[src/rtl/three_point_colour_ramp_core_defines.svh]
// Assertion macros for the color ramp core.
// Included by rtl/three_point_colour_ramp_core.sv; expects i_clk and i_rst_n in scope.
`ifndef THREE_POINT_COLOUR_RAMP_CORE_DEFINES_SVH
`define THREE_POINT_COLOUR_RAMP_CORE_DEFINES_SVH

// same-cycle implication, disabled during reset
`define TPCR_ASSERT_IMPL(label, ante, cons, msg) \
    label: assert property (@(posedge i_clk) disable iff (!i_rst_n) (ante) |-> (cons)) \
        else $error(msg);

// next-cycle implication, disabled during reset
`define TPCR_ASSERT_NEXT(label, ante, cons, msg) \
    label: assert property (@(posedge i_clk) disable iff (!i_rst_n) (ante) |=> (cons)) \
        else $error(msg);

`endif

[src/rtl/tpcr_pkg.sv]
// Types, constants and divider step functions for the color ramp core.
// No dependencies; imported by rtl/three_point_colour_ramp_core.sv.
`default_nettype none

package tpcr_pkg;

    localparam int FRAC_BITS       = 16;
    localparam int POS_W           = FRAC_BITS + 1;
    localparam int PALETTE_ENTRIES = 256;
    localparam int LEN_W           = 9;
    localparam int NUM_W           = 8 + POS_W + 1;
    localparam int REM2_W          = POS_W;

    localparam int D1_STAGES  = 4;
    localparam int D1_STEPS   = FRAC_BITS / D1_STAGES;
    localparam int D2_STAGES  = 4;
    localparam int D2_STEPS   = 8 / D2_STAGES;
    localparam int ST_W       = D1_STAGES;
    localparam int ST_M       = D1_STAGES + 1;
    localparam int ST_D2      = D1_STAGES + 2;
    localparam int NUM_STAGES = D1_STAGES + 2 + D2_STAGES;

    localparam logic [POS_W-1:0] RAMP_ONE = POS_W'(1) << FRAC_BITS;

    localparam logic [23:0]      AMBIENT_RST  = 24'd0;
    localparam logic [23:0]      DIFFUSE_RST  = 24'd0;
    localparam logic [23:0]      SPECULAR_RST = 24'd0;
    localparam logic [16:0]      CUT_RST      = 17'(RAMP_ONE >> 1);
    localparam logic [LEN_W-1:0] LENGTH_RST   = LEN_W'(256);
    localparam logic [7:0]       BASE_RST     = 8'd0;

    typedef enum logic [2:0] {
        REG_AMBIENT  = 3'd0,
        REG_DIFFUSE  = 3'd1,
        REG_SPECULAR = 3'd2,
        REG_CUT      = 3'd3,
        REG_LENGTH   = 3'd4,
        REG_BASE     = 3'd5
    } t_reg_idx;

    // position divider stages
    typedef struct packed {
        logic [LEN_W-1:0]     len;
        logic [LEN_W-1:0]     rem;
        logic [FRAC_BITS-1:0] quo;
        logic                 ovf;
        logic [7:0]           idx;
        logic                 flag;
    } t_d1;

    // weight select stage
    typedef struct packed {
        logic [23:0]      c0;
        logic [23:0]      c1;
        logic [POS_W-1:0] w0;
        logic [POS_W-1:0] w1;
        logic [POS_W-1:0] span;
        logic [7:0]       idx;
        logic             flag;
    } t_w;

    // product stage
    typedef struct packed {
        logic [2:0][NUM_W-1:0] num;
        logic [23:0]           c0;
        logic [POS_W-1:0]      span;
        logic [7:0]            idx;
        logic                  flag;
    } t_m;

    typedef struct packed {
        logic [REM2_W-1:0] rem;
        logic [7:0]        low;
        logic [7:0]        q;
    } t_chan;

    // channel divider stages
    typedef struct packed {
        t_chan [2:0]      chan;
        logic [23:0]      c0;
        logic [POS_W-1:0] span;
        logic [7:0]       idx;
        logic             flag;
    } t_d2;

    function automatic t_d1 div1_step(input t_d1 s);
        t_d1          t;
        logic [LEN_W:0] rs;
        t = s;
        for (int i = 0; i < D1_STEPS; i++) begin
            rs = {t.rem, 1'b0};
            if (rs >= {1'b0, t.len}) begin
                t.rem = LEN_W'(rs - {1'b0, t.len});
                t.quo = {t.quo[FRAC_BITS-2:0], 1'b1};
            end else begin
                t.rem = rs[LEN_W-1:0];
                t.quo = {t.quo[FRAC_BITS-2:0], 1'b0};
            end
        end
        return t;
    endfunction

    function automatic t_chan div2_step(input t_chan c, input logic [POS_W-1:0] span);
        t_chan           t;
        logic [REM2_W:0] rs;
        t = c;
        for (int i = 0; i < D2_STEPS; i++) begin
            rs    = {t.rem, t.low[7]};
            t.low = {t.low[6:0], 1'b0};
            if (rs >= {1'b0, span}) begin
                t.rem = REM2_W'(rs - {1'b0, span});
                t.q   = {t.q[6:0], 1'b1};
            end else begin
                t.rem = rs[REM2_W-1:0];
                t.q   = {t.q[6:0], 1'b0};
            end
        end
        return t;
    endfunction

endpackage

`default_nettype wire

[src/rtl/three_point_colour_ramp_core.sv]
// Color ramp core: APB register file and a ten-stage pipeline that divides
// the offset into a ramp position, blends the channels and divides by the span.
// Depends on rtl/tpcr_pkg.sv and rtl/three_point_colour_ramp_core_defines.svh.
//
//  channel | dir | handshake                  | payload
//  --------+-----+----------------------------+------------------------------------
//  in      | in  | i_in_valid / o_in_stall    | i_entry_offset
//  out     | out | o_out_valid / i_out_stall  | o_palette_index, o_red, o_green,
//          |     |                            | o_blue, o_out_of_range
//  cfg     | in  | psel / penable / pready    | paddr, pwrite, pwdata, prdata
//
// One transaction per cycle sustained while i_out_stall stays low; the pipeline
// is 4 stages of the position divider at 4 quotient bits each, weight select,
// products and 4 stages of the channel dividers at 2 quotient bits each.
// Each stage moves when it is empty or the next stage moves, so bubbles close
// up under stall; o_in_stall rises only when all 10 stages hold transactions.
// Synchronous reset clears the stage valids and loads register defaults.
`default_nettype none

`include "three_point_colour_ramp_core_defines.svh"

module three_point_colour_ramp_core (
    input  wire logic        i_clk,
    input  wire logic        i_rst_n,
    input  wire logic        i_in_valid,
    output logic             o_in_stall,
    input  wire logic [7:0]  i_entry_offset,
    output logic             o_out_valid,
    input  wire logic        i_out_stall,
    output logic [7:0]       o_palette_index,
    output logic [7:0]       o_red,
    output logic [7:0]       o_green,
    output logic [7:0]       o_blue,
    output logic             o_out_of_range,
    input  wire logic        psel,
    input  wire logic        penable,
    input  wire logic        pwrite,
    input  wire logic [4:0]  paddr,
    input  wire logic [31:0] pwdata,
    output logic [31:0]      prdata,
    output logic             pready
);
    import tpcr_pkg::*;

    logic [23:0]      r_ambient;
    logic [23:0]      r_diffuse;
    logic [23:0]      r_specular;
    logic [16:0]      r_cut;
    logic [LEN_W-1:0] r_length;
    logic [7:0]       r_base;

    logic [NUM_STAGES-1:0] r_v;
    logic [NUM_STAGES-1:0] n_v;
    logic [NUM_STAGES-1:0] adv;

    t_d1 r_d1 [D1_STAGES];
    t_d1 n_d1 [D1_STAGES];
    t_w  r_w;
    t_w  n_w;
    t_m  r_m;
    t_m  n_m;
    t_d2 r_d2 [D2_STAGES];
    t_d2 n_d2 [D2_STAGES];

    t_reg_idx         reg_sel;
    t_d1              d1_init;
    logic [POS_W-1:0] pos;
    logic [POS_W-1:0] cut;
    logic             wr_en;

    // ---------------- configuration registers ----------------
    assign pready  = 1'b1;
    assign reg_sel = t_reg_idx'(paddr[4:2]);
    assign wr_en   = psel && penable && pwrite && pready;

    always_ff @(posedge i_clk) begin
        if (!i_rst_n) begin
            r_ambient  <= AMBIENT_RST;
            r_diffuse  <= DIFFUSE_RST;
            r_specular <= SPECULAR_RST;
            r_cut      <= CUT_RST;
            r_length   <= LENGTH_RST;
            r_base     <= BASE_RST;
        end else if (wr_en) begin
            case (reg_sel)
                REG_AMBIENT:  r_ambient  <= pwdata[23:0];
                REG_DIFFUSE:  r_diffuse  <= pwdata[23:0];
                REG_SPECULAR: r_specular <= pwdata[23:0];
                REG_CUT:      r_cut      <= pwdata[16:0];
                REG_LENGTH:   r_length   <= pwdata[LEN_W-1:0];
                REG_BASE:     r_base     <= pwdata[7:0];
                default: ;
            endcase
        end
    end

    always_comb begin
        case (reg_sel)
            REG_AMBIENT:  prdata = {8'd0, r_ambient};
            REG_DIFFUSE:  prdata = {8'd0, r_diffuse};
            REG_SPECULAR: prdata = {8'd0, r_specular};
            REG_CUT:      prdata = {15'd0, r_cut};
            REG_LENGTH:   prdata = {{(32 - LEN_W){1'b0}}, r_length};
            REG_BASE:     prdata = {24'd0, r_base};
            default:      prdata = 32'd0;
        endcase
    end

    // ---------------- stage control ----------------
    always_comb begin
        adv[NUM_STAGES-1] = !r_v[NUM_STAGES-1] || !i_out_stall;
        for (int k = NUM_STAGES - 2; k >= 0; k--) begin
            adv[k] = !r_v[k] || adv[k+1];
        end
        n_v[0] = adv[0] ? i_in_valid : r_v[0];
        for (int k = 1; k < NUM_STAGES; k++) begin
            n_v[k] = adv[k] ? r_v[k-1] : r_v[k];
        end
    end

    assign o_in_stall = !adv[0];

    always_ff @(posedge i_clk) begin
        if (!i_rst_n) begin
            r_v <= '0;
        end else begin
            r_v <= n_v;
        end
    end

    // ---------------- datapath ----------------
    always_comb begin
        d1_init.len  = r_length;
        d1_init.ovf  = ({1'b0, i_entry_offset} >= r_length);
        d1_init.rem  = d1_init.ovf ? '0 : LEN_W'(i_entry_offset);
        d1_init.quo  = '0;
        d1_init.idx  = r_base + i_entry_offset;
        d1_init.flag = d1_init.ovf ||
                       ((LEN_W + 1)'(r_base) + (LEN_W + 1)'(r_length) >
                        (LEN_W + 1)'(PALETTE_ENTRIES));
        n_d1[0] = div1_step(d1_init);
        for (int k = 1; k < D1_STAGES; k++) begin
            n_d1[k] = div1_step(r_d1[k-1]);
        end

        // segment select and weights
        pos = r_d1[D1_STAGES-1].ovf ? RAMP_ONE : {1'b0, r_d1[D1_STAGES-1].quo};
        cut = (r_cut > RAMP_ONE) ? RAMP_ONE : r_cut;
        n_w.idx  = r_d1[D1_STAGES-1].idx;
        n_w.flag = r_d1[D1_STAGES-1].flag;
        if (pos < cut) begin
            n_w.c0   = r_ambient;
            n_w.c1   = r_diffuse;
            n_w.w0   = cut - pos;
            n_w.w1   = pos;
            n_w.span = cut;
        end else begin
            n_w.c0   = r_diffuse;
            n_w.c1   = r_specular;
            n_w.w0   = RAMP_ONE - pos;
            n_w.w1   = pos - cut;
            n_w.span = RAMP_ONE - cut;
        end

        // weighted sums, channel 2 is red
        n_m.c0   = r_w.c0;
        n_m.span = r_w.span;
        n_m.idx  = r_w.idx;
        n_m.flag = r_w.flag;
        for (int k = 0; k < 3; k++) begin
            n_m.num[k] = NUM_W'(r_w.c0[8*k +: 8]) * NUM_W'(r_w.w0) +
                         NUM_W'(r_w.c1[8*k +: 8]) * NUM_W'(r_w.w1);
        end

        // channel dividers; the sum is below 256 * span, so 8 quotient bits
        n_d2[0].c0   = r_m.c0;
        n_d2[0].span = r_m.span;
        n_d2[0].idx  = r_m.idx;
        n_d2[0].flag = r_m.flag;
        for (int k = 0; k < 3; k++) begin
            n_d2[0].chan[k].rem = REM2_W'(r_m.num[k][NUM_W-1:8]);
            n_d2[0].chan[k].low = r_m.num[k][7:0];
            n_d2[0].chan[k].q   = '0;
            n_d2[0].chan[k]     = div2_step(n_d2[0].chan[k], r_m.span);
        end
        for (int s = 1; s < D2_STAGES; s++) begin
            n_d2[s] = r_d2[s-1];
            for (int k = 0; k < 3; k++) begin
                n_d2[s].chan[k] = div2_step(r_d2[s-1].chan[k], r_d2[s-1].span);
            end
        end
        // empty upper span: result is the lower color
        if (r_d2[D2_STAGES-2].span == '0) begin
            for (int k = 0; k < 3; k++) begin
                n_d2[D2_STAGES-1].chan[k].q = r_d2[D2_STAGES-2].c0[8*k +: 8];
            end
        end
    end

    always_ff @(posedge i_clk) begin
        for (int k = 0; k < D1_STAGES; k++) begin
            if (adv[k]) begin
                r_d1[k] <= n_d1[k];
            end
        end
        if (adv[ST_W]) begin
            r_w <= n_w;
        end
        if (adv[ST_M]) begin
            r_m <= n_m;
        end
        for (int k = 0; k < D2_STAGES; k++) begin
            if (adv[ST_D2 + k]) begin
                r_d2[k] <= n_d2[k];
            end
        end
    end

    assign o_out_valid     = r_v[NUM_STAGES-1];
    assign o_palette_index = r_d2[D2_STAGES-1].idx;
    assign o_red           = r_d2[D2_STAGES-1].chan[2].q;
    assign o_green         = r_d2[D2_STAGES-1].chan[1].q;
    assign o_blue          = r_d2[D2_STAGES-1].chan[0].q;
    assign o_out_of_range  = r_d2[D2_STAGES-1].flag;

    // ---------------- assertions ----------------
    `TPCR_ASSERT_IMPL(a_stall_full, o_in_stall, &r_v, "input stalled with a free stage")
    `TPCR_ASSERT_IMPL(a_d1_rem,
        r_v[D1_STAGES-1] && !r_d1[D1_STAGES-1].ovf,
        r_d1[D1_STAGES-1].rem < r_d1[D1_STAGES-1].len,
        "position remainder not below length")
    `TPCR_ASSERT_IMPL(a_w_sum,
        r_v[ST_W],
        (POS_W + 1)'(r_w.w0) + (POS_W + 1)'(r_w.w1) == (POS_W + 1)'(r_w.span),
        "weights do not add up to span")
    `TPCR_ASSERT_IMPL(a_d2_rem,
        r_v[ST_D2] && (r_d2[0].span != '0),
        r_d2[0].chan[0].rem < r_d2[0].span,
        "channel remainder not below span")

endmodule

`default_nettype wire

[config.mk]
export PLATFORM = sky130hd
export DESIGN_NAME = three_point_colour_ramp_core
export DESIGN_NICKNAME = d
export VERILOG_FILES = /design/src/rtl/tpcr_pkg.sv /design/src/rtl/three_point_colour_ramp_core.sv
export VERILOG_INCLUDE_DIRS = /design/src /design/src/rtl
export SDC_FILE = /design/constraint.sdc
export NUM_CORES = 2
export LEC_CHECK = 0
export ABC_CLOCK_PERIOD_IN_PS = 8800
export BUFFER_PORTS_ARGS = -buffer_cell sky130_fd_sc_hd__buf_2
export CORE_ASPECT_RATIO = 0.75
export CORE_MARGIN = 10
export CORE_UTILIZATION = 49
export CTS_BUF_LIST = sky130_fd_sc_hd__clkbuf_4 sky130_fd_sc_hd__clkbuf_8
export DETAILED_ROUTE_END_ITERATION = 12
export PLACE_DENSITY_LB_ADDON = 0.3
export SYNTH_ARGS = -nofsm -noshare
export SYNTH_HDL_FRONTEND = slang
export SYNTH_SLANG_ARGS = --single-unit
[constraint.sdc]
create_clock -name i_clk -period 8.8 [get_ports i_clk]
set_input_delay 0.44 -clock i_clk [delete_from_list [all_inputs] [get_ports i_clk]]
set_output_delay 0.44 -clock i_clk [all_outputs]
set_load 0.02 [all_outputs]
==> results.py <==
metrics = {
    "grt": {
        "grt.overflow.total": 0,
        "grt_pass1_wl_microns": 377000,
        "grt.busiest_layer": "met2",
        "use_met2_pct": 37.8,
        "grt.total_usage_pct": 24.8,
        "grt_util_met1_pct": 35.7,
        "grt_use_met3_pct": 5.19,
        "grt_pass1_vias": 66026,
        "grt_max_degree": 117,
        "grt_antenna_before_repair": 10,
    },
    "sta": {
        "fin_ws_ns": 0.208,
        "finalSetupViolCount": 0,
        "fin_tns_setup_ns": 0,
        "fin_crit_sh_pct": 97.6,
        "hold_viol": 0,
        "drv_slew": 0,
        "worstMarginPinSlew_ns": 1.19,
        "skew_ns": 0.0617,
        "slew_headroom_pct": 20.7,
        "timing.fmax_mhz": 116,
        "period_needed_ns": 8.59,
    },
    "layout": {
        "syn_to_final_growth_pct": 10.0,
        "multiInputGateArea_sq_mm": 0.0561,
        "drive_above_1_share_pct": 12.2,
        "fin_area_sq_mm": 0.0945,
        "fin_nets": 10614,
        "seqCellArea_sq_mm": 0.0256,
        "nFillCells": 15225,
    },
    "power_and_ir_drop": {
        "peakVddDrop_mv": 0.565,
        "leakagePower_uw": 0.0412,
        "power_density_mw_per_mm2": 378,
    },
    "critical_path": {
        "r2r_start": "r_length[4]",
        "crit_required_ns": 9.41,
        "worstRegToRegCells": 42,
        "max_stage_delay_ns": 0.40,
        "cp_data_arrival_time_ns": 9.21,
        "cp-end-kind": "flop",
        "startpoint_type": "flop",
        "cp_slowest_cell": "or3_4",
        "cp_top_family": "compound AO/OA/AOI/OAI gates",
        "path_depth": 42,
        "crit_fanout": 8,
        "critPathBufInv": 6,
        "crit_type": "flop to flop",
        "cp-startpoint": "r_length[4]",
    },
    "cts": {
        "clkLatencyLatePin_ns": 0.88,
        "path_clk_slew_ns": 0.07,
        "cts_made_buffers": 149,
        "clock-sinks": 891,
        "cts_tree": "done",
        "clockRootBuffer": "clkbuf_8",
        "clockBufferDepth": 3,
        "htree_levels": 4,
    },
    "route": {
        "num_vias": 66219,
        "post_drt_wl_per_cell_microns": 21.2,
        "drt_iter0_drc": 6321,
        "drc": 0,
        "wl_microns": 243000,
        "via_per_inst": 5.78,
        "drtAntennaViolNets": 0,
        "dr.pass1.iters": 7,
    },
    "synth": {
        "syn-instance-count": 8749,
        "synthArstFlopShare_pct": 0,
        "synth_compound_area_share_pct": 12.0,
        "yosys.area.top_type": "edfxtp_1",
        "ys_warn_count": 0,
        "synth_top_area_share_pct": 27.1,
        "netlist_area_sq_mm": 0.0859,
        "synth_fa_ha_area_share_pct": 28.0,
        "synthXorXnorAreaFrac_pct": 4.60,
        "synthFlopType": "edfxtp_1",
        "synth_top_family_by_area": "adder cells",
        "synth_edf_count": 775,
        "synth-simple-area-share_pct": 14.8,
        "synthMuxAreaShare_pct": 5.08,
        "ys_types": 109,
        "synth_seq_cells": 891,
        "synth_area_leaders": "edfxtp_1 (27%), fa_1 (16%), ha_1 (12%)",
        "syn_avg_cell_area_sq_um": 9.81,
        "seq_area_frac_synth_pct": 29.8,
    },
    "floorplanning": {
        "io_pins": 120,
        "die_w_microns": 503,
        "start_util_pct": 49.5,
        "die_area_sq_mm": 0.193,
        "die_y_microns": 383,
        "core_region_area_sq_mm": 0.173,
        "num_rows": 132,
    },
    "place": {
        "gp_congestion": 0.949,
        "place_ws_ns": -0.617,
        "hpwlAfterDp_microns": 189000,
        "io_buffers": 100,
        "dpl_cell_area_sq_mm": 0.0902,
    },
    "hold_path": {
        "worstHoldStart": "pwrite",
        "hold_depth": 5,
        "hold_path_class": "input pin to flop",
    },
    "run_status": {
        "status": "finished, final reports clean",
    },
    "run": {
        "drv_cap": 0,
    },
}
## kinds of logic after synthesis
kind of cell	Yosys count
flip-flops	891
multiplexers	382
other	2
buffers and inverters	1263
adder cells (fa/ha/maj)	1507
AO/OA/AOI/OAI	1567
XOR/XNOR	451
AND/OR/NAND/NOR	2686
## where the power goes
part           switching, uW  total, uW  internal (uW)
Combinational          13500      24700          11300
Clock                   1820       4030           2220
Sequential               840       6960           6120
## timing repair
action	4_1_cts	5_1_grt
hold endpoints to repair	109	0
gates cloned	0	2
setup endpoints to repair	16	31
resized for setup	13	102
hold buffers	28	0
buffers inserted	6	17
pin swaps	8	43
## worst paths after layout
kind	to	slack (ns)
worst min register to register	n_d2[451]	0.41
worst max-delay path	r_d1[0][34]	0.21
worst min-delay path	r_ambient[5]	0.07
worst max register to register	r_d1[0][34]	0.21
## flip-flops by register name (all words and copies together) (netlist names), 9 cells and up
| name | count |
|---|---|
| r_diffuse | 24 |
| n_d2 | 68 |
| r_w | 58 |
| r_v | 10 |
| r_cut | 17 |
| r_ambient | 24 |
| n_m | 50 |
| r_d1 | 134 |
| r_specular | 24 |
| r_d2 | 408 |
| r_length | 9 |
| r_m | 57 |
## worst register-to-register path, delay by kind of cell (launching register included)
family          cells  cell delay (ns)
mux                 2             0.60
compound gates     18             3.64
buf+inv             6             0.61
flops               1             0.35
simple gates       11             1.85
fa+ha+maj           5             1.22
## synth_stat cells, types with 166 or more instances
master / number
nand2_1: 1146
inv_1: 985
ha_1: 812
edfxtp_1: 775
fa_1: 695
nor2_1: 441
a21oi_1: 431
and2_1: 375
xnor2_1: 302
o21ai_0: 300
mux2_2: 277
clkbuf_1: 227
a21o_1: 166
## layout make-up
cell class / instances / area share (%)
Clock inverter: 68 / 0.783
Antenna cell: 3 / 0.00794
Sequential cell: 891 / 27.1
Timing Repair Buffer: 420 / 3.19
Inverter: 991 / 3.96
Tap cell: 2278 / 3.02
Clock buffer: 201 / 2.62
Multi-Input combinational cell: 6602 / 59.3
## through the flow
step / utilization (%) / std cells / hold WS, ns / total power, uW
after floorplan: - / 8756 / 0.400 / 25100
after global placement: 52.0 / 11129 / 0.401 / 30200
after detailed placement: 52.0 / 11129 / 0.405 / 30900
after CTS: 54.1 / 11432 / 0.00264 / 35100
after global routing: 54.5 / 11453 / 0.0592 / 38400
final: 54.5 / 11454 / 0.0731 / 35700
## routing by layer
metal / up-vias / part of all wire, % / wire length, microns
met5: - / 0 / 0
met4: 0 / 2.8 / 6840
met3: 431 / 9.0 / 21900
met2: 2740 / 43 / 105000
met1: 32349 / 45 / 109000
li1: 30699 / - / -
## placed cells by master (no fill, tap or decap), types with 60 or more instances in the layout
cell and instances:
a211oi_1 60, a21boi_0 123, a21o_1 166, a21oi_1 414, and2_1 372, buf_2 100, buf_4 286, clkbuf_8 155
dfxtp_1 114, edfxtp_1 775, fa_1 694, ha_1 794, inv_1 979, mux2_2 270, mux2i_1 78, nand2_1 1140
nand2b_1 78, nand3_1 77, nand4_1 70, nor2_1 434, nor2b_1 123, nor3_1 137, o21a_1 74, o21ai_0 289
xnor2_1 301, xor2_1 149
No activity file was read; power rests on OpenSTA's default activity.
